`src/rtl/ipc_pkg.sv`:
```
// ----------------------------------------------------------------------------
// ipc_pkg
// Shared types and constants for the isolated peak clipping filter.
// ----------------------------------------------------------------------------
package ipc_pkg;

  localparam int CFG_W       = 13;
  localparam int ROW_W       = 12;
  localparam int FRAME_H_MAX = 4096;
  localparam int RST_FRAME_W = 640;
  localparam int RST_FRAME_H = 480;

  typedef enum logic {
    REG_FRAME_WIDTH  = 1'b0,
    REG_FRAME_HEIGHT = 1'b1
  } reg_idx_t;

  typedef enum logic {
    CMD_PIXEL = 1'b0,
    CMD_DRAIN = 1'b1
  } cmd_t;

  // which of the 4 neighbours lie inside the frame
  typedef struct packed {
    logic up;
    logic left;
    logic down;
    logic right;
  } nbr_en_t;

endpackage

```
`src/rtl/ipc_clip.sv`:
```
// ----------------------------------------------------------------------------
// ipc_clip
// Clips a centre pixel to its largest in-frame neighbour when it is a
// strict local peak; otherwise passes it unchanged.
// ----------------------------------------------------------------------------
module ipc_clip import ipc_pkg::*; #(
  parameter int PIXEL_BITS = 16
) (
  input  logic [PIXEL_BITS-1:0] centre,
  input  logic [PIXEL_BITS-1:0] up,
  input  logic [PIXEL_BITS-1:0] left,
  input  logic [PIXEL_BITS-1:0] down,
  input  logic [PIXEL_BITS-1:0] right,
  input  nbr_en_t               nbr_en,
  output logic [PIXEL_BITS-1:0] result
);

  logic [PIXEL_BITS-1:0] best;
  logic                  kept;

  always_comb begin
    best = '0;
    kept = 1'b0;
    if (nbr_en.up) begin
      if (up > best) best = up;
      if (up >= centre) kept = 1'b1;
    end
    if (nbr_en.left) begin
      if (left > best) best = left;
      if (left >= centre) kept = 1'b1;
    end
    if (nbr_en.down) begin
      if (down > best) best = down;
      if (down >= centre) kept = 1'b1;
    end
    if (nbr_en.right) begin
      if (right > best) best = right;
      if (right >= centre) kept = 1'b1;
    end
    // no neighbour at all (1x1 frame) falls through to zero
    result = kept ? centre : best;
  end

endmodule

```
`config.mk`:
```
export PLATFORM = sky130hd
export DESIGN_NAME = ipc_clip
export DESIGN_NICKNAME = d
export VERILOG_FILES = /design/src/rtl/ipc_pkg.sv /design/src/rtl/ipc_clip.sv
export SDC_FILE = /design/constraint.sdc
export NUM_CORES = 1
export LEC_CHECK = 0
export BUFFER_PORTS_ARGS = -buffer_cell sky130_fd_sc_hd__clkbuf_2
export CAP_MARGIN = 20
export CELL_PAD_IN_SITES_DETAIL_PLACEMENT = 1
export CELL_PAD_IN_SITES_GLOBAL_PLACEMENT = 2
export CORE_UTILIZATION = 28
export DETAILED_ROUTE_END_ITERATION = 7
export PLACE_DENSITY = 0.78
export RECOVER_POWER = 100
export SYNTH_ARGS = -nofsm -noshare
export SYNTH_HDL_FRONTEND = slang
export SYNTH_SLANG_ARGS = --single-unit
```
`constraint.sdc`:
```
create_clock -name vclk -period 6.6
set_input_delay 0.33 -clock vclk [all_inputs]
set_output_delay 0.33 -clock vclk [all_outputs]
set_load 0.02 [all_outputs]
```
==> results.md <==
- Status: finished, violations left
- Failing checks: setup timing
- Layout cells sized above 1: 52.5%
- DRC Markers: 0
- Register area: 0 um^2
- Chip width: 113 um
- Dpl cells: 775
- Total gr overflow: 0
- Leak pwr: 0.00316 uW
- Design area: 0.00607 mm^2
- Ports: 100
- HP Class: in2out
- CP Launch Type: input port
- Setup Crit Path Kind: in2out
- Finished Layout Cells: 817
- CP arrival: 6.64 ns
- Most frequent cells in the layout: buf_4, ha_1, clkbuf_2, inv_1, mux2_4
- DR pass1 iterations: 4
- Pin count of the biggest net entering global routing: 17
- CP max stage delay: 0.32 ns
- Largest area contributor in the netlist: ha_1
- Hold Crit Start: centre[9]
- Drt first-iter violations: 109
- Synth Area per Inst: 7.99 um^2
- Seq cells: 0
- First-pass GRT wire length: 23.4 mm
- Port Buffers: 100
- Slowest CP cell: nor4_4
- Nets: 846
- Sw Ratio: 46.3%
- Slew Limit Fails: 0
- Area contributors post-synth: ha_1, mux2_2, inv_1
- RSZ-0062 raised after global routing: true
- Core area: 0.0121 mm^2
- Library cells used by synthesis: 43
- Pwr dens: 119 mW/mm^2
- Fin. Hold Viols: 0
- Commonest non-fill, non-tap cell in the layout: buf_4
- Total Power: 720 uW
- Syn Inst Count: 435
- Internal: 387 uW
- ANT nets after route: 0
- Layout fillers: 1,410
- Core Rows: 40
- DPL Wire Length: 12.1 mm
- Placed Area: 0.00486 mm^2
- Vias in the first global route: 4,640
- Req. time, crit path: 6.27 ns
- Final setup TNS: -4.12 ns
- Die H: 113 um
- FMAX: 143 MHz
- Hold Path Sink: result[9]
- RePlAce Congestion: 0.899
- Combinational power share: 100.0%
- Syn nets: 630
- Final setup margin: -0.369 ns
- Register area share after synthesis: 0%
- Total die area: 0.0129 mm^2
- Max Cap Viol: 0
- GR Util All Layers: 22.9%
- Antenna violations before repair: 0
- Setup violations, final: 16
- Top-area cell type share of the netlist area: 40.0%
- Final Critical Period: 6.97 ns
- Crit-path max FO: 7
- Total Wirelength: 15.4 mm
- Slew headroom: 43.6%
- Starting Density: 28.8%
- # clk buffers: 0
- CP endpoint kind: primary output
- Maximum vdd drop: 0.0000379 V
- Post-DR vias/cell: 5.26
- Hold-critical path depth: 3
- Antenna cells: 0
- Hold Buf Count CTS: 0
- Yosys warns: 0
- Vias: 4,296
- Worst-margin pin slew: 0.825 ns
- P_sw: 333 uW
- Per-cell routed wire length: 18.8 um
- Register share of total power: 0%
- Post-layout util: 50.4%
- Post-route clock period utilization: 106%
- Layout area overhead: 74.8%
- Post-synthesis instance area: 0.00347 mm^2
- Clk pwr share: 0%
cell families after synthesis:
| group | Yosys count | share of synthesized area (%) |
|---|---|---|
| AND/OR/NAND/NOR | 93 | 12.6 |
| buffers and inverters | 65 | 7.67 |
| adder cells (fa/ha/maj) | 111 | 40.0 |
| AO/OA/AOI/OAI | 118 | 23.5 |
| multiplexers | 48 | 16.3 |
critical path: cells and delay by family:
kind	cells	cell delay [ns]
muxes	3	0.87
and+or+nand+nor	6	1.09
buffers and inverters	8	1.11
adders and majority gates	3	0.63
AOI/OAI and AO/OA	15	2.60
layout make-up:
type                            count  area [um^2]  area share, %
Inverter                           59          221           3.65
Multi-Input combinational cell    370         3950           65.0
Tap cell                          168          210           3.46
Timing Repair Buffer              220         1690           27.9
power groups by stage:
stage	sequential (uW)	combinational [uW]	clock, uW
2_1_floorplan	0	305	0
3_3_place_gp	0	497	0
3_5_place_dp	0	517	0
4_1_cts	0	617	0
5_1_grt	0	776	0
6_report	0	720	0
routing by layer:
| metal | vias up | GRT usage [%] | part of all wire [%] |
|---|---|---|---|
| met4 | 0 | 5.26 | 2.4 |
| met3 | 30 | 0.903 | 2.7 |
| met1 | 2072 | 27.7 | 43 |
| met5 | - | 0 | 0 |
| li1 | 2075 | - | - |
| met2 | 119 | 44.3 | 52 |
per-stage QoR:
step	worst slack, ns	hold WS, ns
after floorplan	0.0195	0.820
after global placement	-0.483	1.03
after detailed placement	-0.643	1.04
after CTS	-0.303	1.02
after global routing	-0.635	1.01
final	-0.369	0.995
cell usage after synthesis, types with 3 or more instances:
master	count
buf_2	5
inv_1	59
o21ai_0	13
a21o_1	19
a211oi_1	6
nor2_1	28
mux2i_1	15
nand2_1	29
nand3_1	4
o41ai_1	3
nor4_1	7
a2111oi_0	5
nand2b_1	3
a21oi_1	37
mux2_2	21
nor3_1	3
nand4_1	13
o21a_1	6
o211ai_1	7
mux2_4	12
ha_1	111
nor2b_1	4
repair_timing:
action	4_1_cts	5_1_grt
setup endpoints to repair	16	16
pin swaps	28	29
cloned	3	1
setup buffers	29	13
gates resized for setup	76	115
worst max-delay path by stage:
stage                 from         end  slack, ns  cells past startpoint
floorplan           up[11]   result[0]       0.02                     30
global placement     up[2]   result[0]      -0.48                     30
detailed placement   up[1]  result[14]      -0.64                     31
CTS                  up[8]   result[0]      -0.30                     34
global route         up[3]   result[0]      -0.63                     34
finish               up[8]   result[0]      -0.37                     35
Note: power is estimated with default switching activity, not from simulation.
